File: config.mk
export PLATFORM = sky130hd
export DESIGN_NAME = header_tail_packet_reassembler
export DESIGN_NICKNAME = d
export VERILOG_FILES = /design/src/design/htpr_pkg.sv /design/src/design/header_tail_packet_reassembler.sv /design/src/design/htpr_ram.sv /design/src/design/htpr_lane.sv /design/src/design/htpr_merge.sv
export SDC_FILE = /design/constraint.sdc
export NUM_CORES = 2
export LEC_CHECK = 0
export CAP_MARGIN = 30
export CORE_MARGIN = 2
export CORE_UTILIZATION = 58
export DETAILED_ROUTE_END_ITERATION = 12
export DONT_BUFFER_PORTS = 1
export HOLD_SLACK_MARGIN = 0.05
export MAX_ROUTING_LAYER = met4
export PLACE_DENSITY = 0.76
export RECOVER_POWER = 100
export SLEW_MARGIN = 20
export SYNTH_ARGS = -nofsm -noshare
export SYNTH_HDL_FRONTEND = slang
export SYNTH_HIERARCHICAL = 1
export SYNTH_SLANG_ARGS = --single-unit
export TNS_END_PERCENT = 10
File: constraint.sdc
create_clock -name clk -period 13 [get_ports clk]
set_input_delay 1.95 -clock clk [delete_from_list [all_inputs] [get_ports clk]]
set_output_delay 1.95 -clock clk [all_outputs]
set_load 0.01 [all_outputs]
File: src/design/htpr_pkg.sv
`timescale 1ns / 1ps
// ============================================================================
// htpr_pkg
// Shared types and constants of the header/tail packet reassembler.
// ============================================================================
package htpr_pkg;

  // Byte banks of the packet store, one per byte lane of a 64-bit word.
  localparam int LANES       = 8;
  localparam int BYTE_W      = 8;
  localparam int WORD_W      = LANES * BYTE_W;
  localparam int MAX_RESULTS = 16;

  // Input stream layout: frame_length then eight data words.
  localparam int IN_LEN_W    = 7;
  localparam int IN_WORDS    = 8;
  localparam int IN_BYTES    = IN_WORDS * LANES;
  localparam int IN_TDATA_W  = 520;
  localparam int OUT_TDATA_W = 72;
  localparam int NB_W        = 4;

  // Configuration port.
  localparam int CFG_IDX_W   = 2;
  localparam int CFG_DATA_W  = 8;

  localparam logic [CFG_IDX_W-1:0] REG_PAYLOAD_LENGTH = 2'd0;
  localparam logic [CFG_IDX_W-1:0] REG_HEADER_BYTE    = 2'd1;
  localparam logic [CFG_IDX_W-1:0] REG_TAIL_BYTE      = 2'd2;

  localparam logic [7:0] PAYLOAD_LENGTH_RST = 8'd8;
  localparam logic [7:0] HEADER_BYTE_RST    = 8'd165;
  localparam logic [7:0] TAIL_BYTE_RST      = 8'd90;

  typedef enum logic [1:0] {
    ST_IDLE,
    ST_WRITE,
    ST_READ
  } state_t;

  // One chunk of eight frame bytes on its way into the byte banks.
  typedef struct packed {
    logic              en;
    logic [7:0]        base;
    logic [6:0]        rem;
    logic [WORD_W-1:0] chunk;
  } wr_lane_t;

endpackage

File: src/design/header_tail_packet_reassembler.sv
`timescale 1ns / 1ps
// ============================================================================
// header_tail_packet_reassembler
// Collects received frames into a header/payload/tail packet and streams the
// payload out as 64-bit words.
// ============================================================================
// A frame request is taken while the block is idle. Its bytes then go into
// eight byte-wide store banks, eight bytes per cycle, while the input is
// held off. When a packet completes with a matching tail, each payload word
// is one bank read followed by a load of the output register, up to sixteen
// words per packet; a new read waits for that load and for a free output
// register. The store needs no clearing pass after reset: only bytes written
// for the current packet are read back. The next frame is taken while the
// last payload word still waits in the output register.
// ============================================================================
module header_tail_packet_reassembler import htpr_pkg::*; #(
  parameter int MAX_PAYLOAD_BYTES = 128,
  parameter int FRAME_MAX_BYTES   = 64
) (
  input  logic                   clk,
  input  logic                   rst,
  // Configuration write port.
  input  logic                   cfg_write,
  input  logic [CFG_IDX_W-1:0]   cfg_index,
  input  logic [CFG_DATA_W-1:0]  cfg_data,
  // Frame input.
  input  logic                   s_axis_tvalid,
  output logic                   s_axis_tready,
  // From bit 0: frame_length[6:0], data_word_0 .. data_word_7, one zero pad bit.
  input  logic [IN_TDATA_W-1:0]  s_axis_tdata,
  // Payload output.
  output logic                   m_axis_tvalid,
  input  logic                   m_axis_tready,
  // From bit 0: payload_word[63:0], valid_bytes[3:0], four zero pad bits.
  output logic [OUT_TDATA_W-1:0] m_axis_tdata,
  output logic                   m_axis_tlast
);

  localparam int STORE_BYTES = MAX_PAYLOAD_BYTES + 2;
  localparam int ROWS        = (STORE_BYTES + LANES - 1) / LANES;
  localparam int ROW_W       = (ROWS > 1) ? $clog2(ROWS) : 1;
  localparam int FRAME_WORDS = (FRAME_MAX_BYTES + LANES - 1) / LANES;

  // Configuration registers.
  logic [7:0] payload_length;
  logic [7:0] header_byte;
  logic [7:0] tail_byte;

  state_t state, state_next;

  logic              collecting;
  logic [7:0]        fill_count;
  logic [7:0]        last_byte;
  logic [WORD_W-1:0] frame_buf [FRAME_WORDS];
  logic [7:0]        wr_base;
  logic [6:0]        wr_rem;
  logic              go_read;
  logic [7:0]        rd_plen;
  logic [3:0]        rd_word;
  logic              rd_pend;
  logic [NB_W-1:0]   rd_nb;
  logic              rd_last;

  logic [WORD_W-1:0] m_data;
  logic [NB_W-1:0]   m_nb;
  logic              m_valid;
  logic              m_last;

  // Frame decode.
  logic [7:0]        plen_eff;
  logic [8:0]        total;
  logic [6:0]        len_raw;
  logic [6:0]        len_c;
  logic [7:0]        in_bytes [IN_BYTES];
  logic [5:0]        last_idx;
  logic              head_ok;
  logic              take;
  logic [8:0]        sum;
  logic              overflow;
  logic              complete;
  logic [7:0]        new_tail;
  logic              tail_ok;
  logic              accept;

  // Read side.
  logic [7:0]        rd_rem;
  logic              rd_end;
  logic              rd_final;
  logic              rd_issue;
  logic [NB_W-1:0]   issue_nb;

  wr_lane_t          wr;
  logic [BYTE_W-1:0] lane_data [LANES];
  logic [WORD_W-1:0] merged;

  // --------------------------------------------------------------------------
  // Configuration.
  // --------------------------------------------------------------------------
  always_ff @(posedge clk) begin
    if (rst) begin
      payload_length <= PAYLOAD_LENGTH_RST;
      header_byte    <= HEADER_BYTE_RST;
      tail_byte      <= TAIL_BYTE_RST;
    end else if (cfg_write) begin
      case (cfg_index)
        REG_PAYLOAD_LENGTH: payload_length <= cfg_data;
        REG_HEADER_BYTE:    header_byte    <= cfg_data;
        REG_TAIL_BYTE:      tail_byte      <= cfg_data;
        default: ;
      endcase
    end
  end

  // --------------------------------------------------------------------------
  // Frame decode.
  // --------------------------------------------------------------------------
  always_comb begin
    if (payload_length == 8'd0) begin
      plen_eff = 8'd1;
    end else if ({1'b0, payload_length} > 9'(MAX_PAYLOAD_BYTES)) begin
      plen_eff = 8'(MAX_PAYLOAD_BYTES);
    end else begin
      plen_eff = payload_length;
    end
  end

  assign total   = {1'b0, plen_eff} + 9'd2;
  assign len_raw = s_axis_tdata[IN_LEN_W-1:0];
  assign len_c   = (len_raw > 7'(FRAME_MAX_BYTES)) ? 7'(FRAME_MAX_BYTES) : len_raw;

  always_comb begin
    for (int i = 0; i < IN_BYTES; i++) begin
      in_bytes[i] = s_axis_tdata[IN_LEN_W + 8*i +: 8];
    end
  end

  assign last_idx = 6'(len_c - 7'd1);
  assign head_ok  = (len_c != 7'd0) && (in_bytes[0] == header_byte);
  assign take     = collecting || head_ok;
  assign sum      = {1'b0, fill_count} + {2'b0, len_c};
  assign overflow = sum > total;
  assign complete = sum == total;
  // At completion the tail is the last byte written, possibly by an earlier frame.
  assign new_tail = (len_c != 7'd0) ? in_bytes[last_idx] : last_byte;
  assign tail_ok  = new_tail == tail_byte;
  assign accept   = s_axis_tvalid && s_axis_tready;

  // --------------------------------------------------------------------------
  // Read sequencing.
  // --------------------------------------------------------------------------
  assign rd_rem   = rd_plen - {1'b0, rd_word, 3'b000};
  assign rd_end   = rd_rem <= 8'd8;
  assign rd_final = rd_end || (rd_word == 4'(MAX_RESULTS - 1));
  assign issue_nb = rd_end ? rd_rem[NB_W-1:0] : NB_W'(LANES);

  // --------------------------------------------------------------------------
  // Control state machine.
  // --------------------------------------------------------------------------
  always_comb begin
    state_next = state;
    case (state)
      ST_IDLE: begin
        if (accept && take && !overflow) begin
          if (len_c != 7'd0) begin
            state_next = ST_WRITE;
          end else if (complete && tail_ok) begin
            state_next = ST_READ;
          end
        end
      end
      ST_WRITE: begin
        if (wr_rem <= 7'd8) begin
          state_next = go_read ? ST_READ : ST_IDLE;
        end
      end
      ST_READ: begin
        if (rd_issue && rd_final) begin
          state_next = ST_IDLE;
        end
      end
      default: state_next = ST_IDLE;
    endcase
  end

  always_comb begin
    s_axis_tready = (state == ST_IDLE);
    rd_issue      = (state == ST_READ) && !rd_pend && (!m_valid || m_axis_tready);
    wr.en         = (state == ST_WRITE);
    wr.base       = wr_base;
    wr.rem        = wr_rem;
    wr.chunk      = frame_buf[0];
  end

  always_ff @(posedge clk) begin
    if (rst) begin
      state      <= ST_IDLE;
      collecting <= 1'b0;
      fill_count <= '0;
      rd_pend    <= 1'b0;
      m_valid    <= 1'b0;
    end else begin
      state <= state_next;

      if (accept && take) begin
        // Overflow and completion both end the packet and reset the fill count.
        if (overflow || complete) begin
          collecting <= 1'b0;
          fill_count <= '0;
        end else begin
          collecting <= 1'b1;
          fill_count <= sum[7:0];
        end
      end

      rd_pend <= rd_issue;

      if (rd_pend) begin
        m_valid <= 1'b1;
      end else if (m_axis_tready) begin
        m_valid <= 1'b0;
      end
    end
  end

  // Datapath registers.
  always_ff @(posedge clk) begin
    if (accept && take && !overflow) begin
      last_byte <= new_tail;
      wr_base   <= fill_count;
      wr_rem    <= len_c;
      go_read   <= complete && tail_ok;
      rd_plen   <= plen_eff;
      rd_word   <= '0;
      for (int w = 0; w < FRAME_WORDS; w++) begin
        frame_buf[w] <= s_axis_tdata[IN_LEN_W + WORD_W*w +: WORD_W];
      end
    end else if (state == ST_WRITE) begin
      wr_base <= wr_base + 8'd8;
      wr_rem  <= wr_rem - 7'd8;
      for (int w = 0; w < FRAME_WORDS - 1; w++) begin
        frame_buf[w] <= frame_buf[w+1];
      end
      frame_buf[FRAME_WORDS-1] <= '0;
    end

    if (rd_issue) begin
      rd_word <= rd_word + 4'd1;
      rd_nb   <= issue_nb;
      rd_last <= rd_end;
    end

    if (rd_pend) begin
      m_data <= merged;
      m_nb   <= rd_nb;
      m_last <= rd_last;
    end
  end

  // --------------------------------------------------------------------------
  // Byte banks and merge.
  // --------------------------------------------------------------------------
  for (genvar b = 0; b < LANES; b++) begin : g_lane
    htpr_lane #(
      .BANK (b),
      .ROWS (ROWS),
      .ROW_W(ROW_W)
    ) u_lane (
      .clk    (clk),
      .wr     (wr),
      .rd_word(rd_word),
      .rd_data(lane_data[b])
    );
  end

  htpr_merge u_merge (
    .lane_data(lane_data),
    .nb       (rd_nb),
    .word     (merged)
  );

  assign m_axis_tvalid = m_valid;
  assign m_axis_tdata  = {4'b0000, m_nb, m_data};
  assign m_axis_tlast  = m_last;

endmodule

File: src/design/htpr_ram.sv
`timescale 1ns / 1ps
// ============================================================================
// htpr_ram
// Generic simple dual-port RAM with one write port and a registered read.
// ============================================================================
module htpr_ram #(
  parameter int WIDTH = 8,
  parameter int DEPTH = 17,
  parameter int AW    = (DEPTH > 1) ? $clog2(DEPTH) : 1
) (
  input  logic             clk,
  input  logic             we,
  input  logic [AW-1:0]    waddr,
  input  logic [WIDTH-1:0] wdata,
  input  logic [AW-1:0]    raddr,
  output logic [WIDTH-1:0] rdata
);

  logic [WIDTH-1:0] mem [DEPTH];

  always_ff @(posedge clk) begin
    if (we) begin
      mem[waddr] <= wdata;
    end
    rdata <= mem[raddr];
  end

endmodule

File: src/design/htpr_lane.sv
`timescale 1ns / 1ps
// ============================================================================
// htpr_lane
// One byte bank of the packet store: picks its byte of each incoming chunk,
// works out the row it lands in, and reads its byte of an outgoing word.
// ============================================================================
module htpr_lane import htpr_pkg::*; #(
  parameter int BANK  = 0,
  parameter int ROWS  = 17,
  parameter int ROW_W = 5
) (
  input  logic              clk,
  input  wr_lane_t          wr,
  input  logic [3:0]        rd_word,
  output logic [BYTE_W-1:0] rd_data
);

  logic [2:0]        k;
  logic              we;
  logic [8:0]        pos;
  logic [ROW_W-1:0]  waddr;
  logic [ROW_W-1:0]  raddr;
  logic [BYTE_W-1:0] wdata;
  logic [4:0]        rd_row;

  // Byte k of the chunk goes to position base + k, which falls in this bank.
  assign k     = 3'(BANK) - wr.base[2:0];
  assign we    = wr.en && ({4'b0, k} < wr.rem);
  assign pos   = {1'b0, wr.base} + {6'b0, k};
  assign waddr = pos[ROW_W+2:3];
  assign wdata = wr.chunk[{k, 3'b000} +: BYTE_W];

  // Word j covers positions 8j+1 to 8j+8, so only bank zero is one row ahead.
  assign rd_row = {1'b0, rd_word} + ((BANK == 0) ? 5'd1 : 5'd0);
  assign raddr  = ROW_W'(rd_row);

  htpr_ram #(
    .WIDTH(BYTE_W),
    .DEPTH(ROWS),
    .AW   (ROW_W)
  ) u_bank (
    .clk  (clk),
    .we   (we),
    .waddr(waddr),
    .wdata(wdata),
    .raddr(raddr),
    .rdata(rd_data)
  );

endmodule

File: src/design/htpr_merge.sv
`timescale 1ns / 1ps
// ============================================================================
// htpr_merge
// Combines the bytes read from the eight banks into one payload word and
// zeroes the byte lanes past the end of the payload.
// ============================================================================
module htpr_merge import htpr_pkg::*; (
  input  logic [BYTE_W-1:0] lane_data [LANES],
  input  logic [NB_W-1:0]   nb,
  output logic [WORD_W-1:0] word
);

  always_comb begin
    for (int k = 0; k < LANES; k++) begin
      if (NB_W'(k) < nb) begin
        word[k*BYTE_W +: BYTE_W] = lane_data[(k + 1) % LANES];
      end else begin
        word[k*BYTE_W +: BYTE_W] = '0;
      end
    end
  end

endmodule

==> impl_results.md <==
- Outcome: finished with violations
- Violated checks: max-capacitance violations, max-slew violations
- Sequential-to-total area share from yosys stat: 0.641
- GPL Wtd Cong: 1.04
- Leakage: 30.6 nW
- I/O pins: 610
- Async set-reset flop share out of synthesis: 0
- Post-CTS setup buffer count: 0
- DP Wirelength: between 150000 and 200000 um
- Max Fanout on Critical Path: 188
- Most used cell, CP: nand2_1
- Nets: 6265
- Internal power: 0.00944 W
- Area Overhead vs Synth: 8.03%
- Remaining DRCs: 0
- DR pass1 iterations: 6
- Die width: 383 um
- Post-synth top flop: edfxtp_1
- Mapped Avg Cell Area: 14.5 um2
- First-pass GRT wire length: 348000 um
- CTS Hold Bufs: 0
- Final Max Slew Viols: 766
- Crit path time final: slightly above 9 ns
- Hold Violations, Final: 0
- Layout Skew: 0.0446 ns
- Finished Cell Area: 89900 um2
- Top-area cell type share of the netlist area: 0.617
- Arr. time, crit path: approximately 10 ns
- Yosys cell types: 89
- Post-route ant nets: 0
- Routed via count: 50300
- Crit Path Class: flip-flop to flip-flop
- Worst-Skew Late Latency: 0.83 ns
- CTS tree: done
- Placed cell areas: 84300 um2
- CP Capture Type: flip-flop
- Initial Util: 0.586
- RSZ-0062 raised after global routing: false
- Final worst-path cycle share: 0.719
- Die area: 147000 um2
- CTS H-tree lvls: 4
- Initial antenna violation count: 45
- HP Class: flip-flop to flip-flop
- Final Setup Violations: 0
- Worst Path Required: 13.50 ns
- Syn Inst Count: 5721
- Number of enable flip-flop cells after synthesis: 1710
- Vias in the first global route: 48500
- Largest net degree at the start of global routing: 191
- Die span in y: 383 um
- Share of cells above drive strength 1: 0.131
- Floorplan core area: 142000 um2
- NetSw: approximately 0.0026 W
- Cell Pwr Density: 134 nW/um2
- Row cnt: 138
- Total grt overflow: 0
- Syn. warnings: 6
- Worst vdd ir: 0.111 mV
- Sw Share: 0.215
- Worst-margin pin slew: 3.85 ns
- Starting DRT DRC Count: 5918
- Flops & latches, synth: 1811
- Post-CTS Resized: 0
- Clk sinks: 1811
- Setup TNS: 0 ns
- CP Cell Sequence: nand2b_1, clkinvlp_2, clkbuf_1, buf_4, buf_12, nand2_1, nand2_1
- Startpoint types: flip-flop
- CP Launch Point: state[1]$_SDFFE_PP0P_
- Max Buffers Root-to-Sink: 3
- Area of the multi-input gates: 27100 um2
- Slowest-stage cell, CP: clkinvlp_2
- Clock power share: 0.431
- FF/Latch Area: 53400 um2
- I/O Buffers: 0
- Sequential power share: 0.529
- Worst R2R Start: state[1]$_SDFFE_PP0P_
- Tot GR Track Use: 0.347
- Drt wl/cell: between 30 and 40 um
- F_max: roughly 110 MHz
- Synth Cell Area: around 83000 um2
- Pre-CTS setup slack: about 5.3 ns
- Largest stage delay on the critical path: 3.26 ns
- Filler cell count: 10300
- Synth top area cells: edfxtp_1, mux4_2, nand2_1, mux4_1, dfxtp_1
- Post-Route WL: 248000 um
- Clock Pin Slew Worst Setup and Hold Paths: 0.07 ns
- Comb pwr share: 0.040
- Total CTS buffers: 180
- Max_slew headroom: -1.57
- FF-to-FF setup slack: about 3.7 ns
- Yosys top cell by area: edfxtp_1
- CP endpoint: frame_buf[0][38]$_DFFE_PP_
- Final worst slack: 3.65 ns
- Via density per instance: 6.45
- Max-Cap Viols: 21
- Worst R2R Path Depth: 7
- Clk root buf: clkbuf_16
- Hold slack: 0.469 ns
- Reg-to-Reg End: frame_buf[0][38]$_DFFE_PP_
## per-stage QoR
stage	power [W]	std cells	utilization
2_1_floorplan	0.00679	5731	-
3_3_place_gp	0.00695	7365	0.593
3_5_place_dp	0.00696	7371	0.594
4_1_cts	0.0121	7705	0.635
5_1_grt	0.0123	7779	0.633
6_report	0.0120	7795	0.633
## Yosys cell counts (11+ instances only)
library cell and count:
a21o_1 11, a21oi_1 44, a221oi_2 64, a22oi_1 15
a31oi_1 19, a32oi_1 39, and2_1 90, and2b_1 19
and3_1 20, buf_1 41, buf_12 24, buf_2 44
buf_4 27, buf_6 58, clkbuf_1 141, dfxtp_1 101
edfxtp_1 1710, ha_1 61, inv_1 62, mux2_2 77
mux2i_1 132, mux4_1 127, mux4_2 318, nand2_1 1583
nand2b_1 38, nand3_1 94, nand3b_1 20, nand4_1 39
nor2_1 264, nor2b_1 54, nor3_1 35, nor3b_1 15
o21ai_0 24, o22ai_1 62, or2_2 15, or4_1 12
xnor2_1 42, xor2_1 32
## worst min-delay path by stage
| stage | from | end | slack (ns) | cells past startpoint |
|---|---|---|---|---|
| floorplan | rd_last$_DFFE_PP_ | m_axis_tlast$_DFFE_PP_ | 0.40 | 0 |
| global placement | header_byte[6]$_SDFFE_PP0P_ | header_byte[6]$_SDFFE_PP0P_ | 0.45 | 2 |
| detailed placement | header_byte[4]$_SDFFE_PP0P_ | header_byte[4]$_SDFFE_PP0P_ | 0.46 | 2 |
| CTS | header_byte[4]$_SDFFE_PP0P_ | header_byte[4]$_SDFFE_PP0P_ | 0.47 | 2 |
| global route | header_byte[6]$_SDFFE_PP0P_ | header_byte[6]$_SDFFE_PP0P_ | 0.49 | 2 |
| finish | header_byte[6]$_SDFFE_PP0P_ | header_byte[6]$_SDFFE_PP0P_ | 0.47 | 2 |
## registers in the layout, indices dropped and copies added, names as in the netlist, 64 cells and up
name                        flops
g_lane.u_lane/u_bank/mem     1088
frame_buf                     512
g_lane.u_lane/u_bank/rdata     64
m_data                         64
## layout make-up
class / count / area share
Multi-Input combinational cell: 3510 / 0.302
Clock inverter: 116 / 0.0127
Clock buffer: 218 / 0.0526
Timing Repair Buffer: 89 / 0.00753
Inverter: 75 / 0.00317
Tap cell: 1890 / 0.0263
Sequential cell: 1811 / 0.594
Antenna cell: 86 / 0.00239
## placed cells by master, fill, tap and decap left out, drive strengths merged, types with 29 or more instances in the layout
cell type,synthesis,final
a21oi,44,44
a221oi,65,65
a32oi,39,39
and2,90,90
buf,194,51
clkbuf,141,256
clkinv,3,86
dfxtp,101,101
diode,0,86
edfxtp,1710,1710
ha,61,61
inv,72,81
mux2,77,77
mux2i,133,133
mux4,445,445
nand2,1584,1584
nand2b,39,39
nand3,95,95
nand4,39,39
nor2,264,264
nor2b,54,54
nor3,37,37
o21ai,29,29
o22ai,70,70
xnor2,44,44
xor2,32,32
## power groups by stage
stage	clock, W	sequential [W]	combinational, W
finish	0.00518	0.00636	0.000482
global route	0.00544	0.00635	0.000507
detailed placement	0	0.00648	0.000476
floorplan	0	0.00648	0.000312
CTS	0.00524	0.00636	0.000478
global placement	0	0.00648	0.000468
## logic make-up after synthesis
kind of cell / synth area share
AND/OR/NAND/NOR: 0.120
other: 0.000406
adder cells (fa/ha/maj): 0.00965
AO/OA/AOI/OAI: 0.0374
multiplexers: 0.153
flip-flops: 0.641
buffers and inverters: 0.0303
XOR/XNOR: 0.00818
## worst max-delay path, delay by kind of cell, from the launching register on
family | cells | cell delay (ns)
buffers and inverters | 4 | 6.03
and+or+nand+nor | 3 | 2.30
DFF | 1 | 0.39
## per-layer routing
metal / GRT usage / vias up / share of wire
met4: 0.197 / 0 / 0.064
met3: 0.112 / 571 / 0.11
met5: - / - / 0
li1: - / 21600 / -
met2: 0.549 / 2817 / 0.49
met1: 0.390 / 25400 / 0.33
Power figures use the tool's default switching activity.
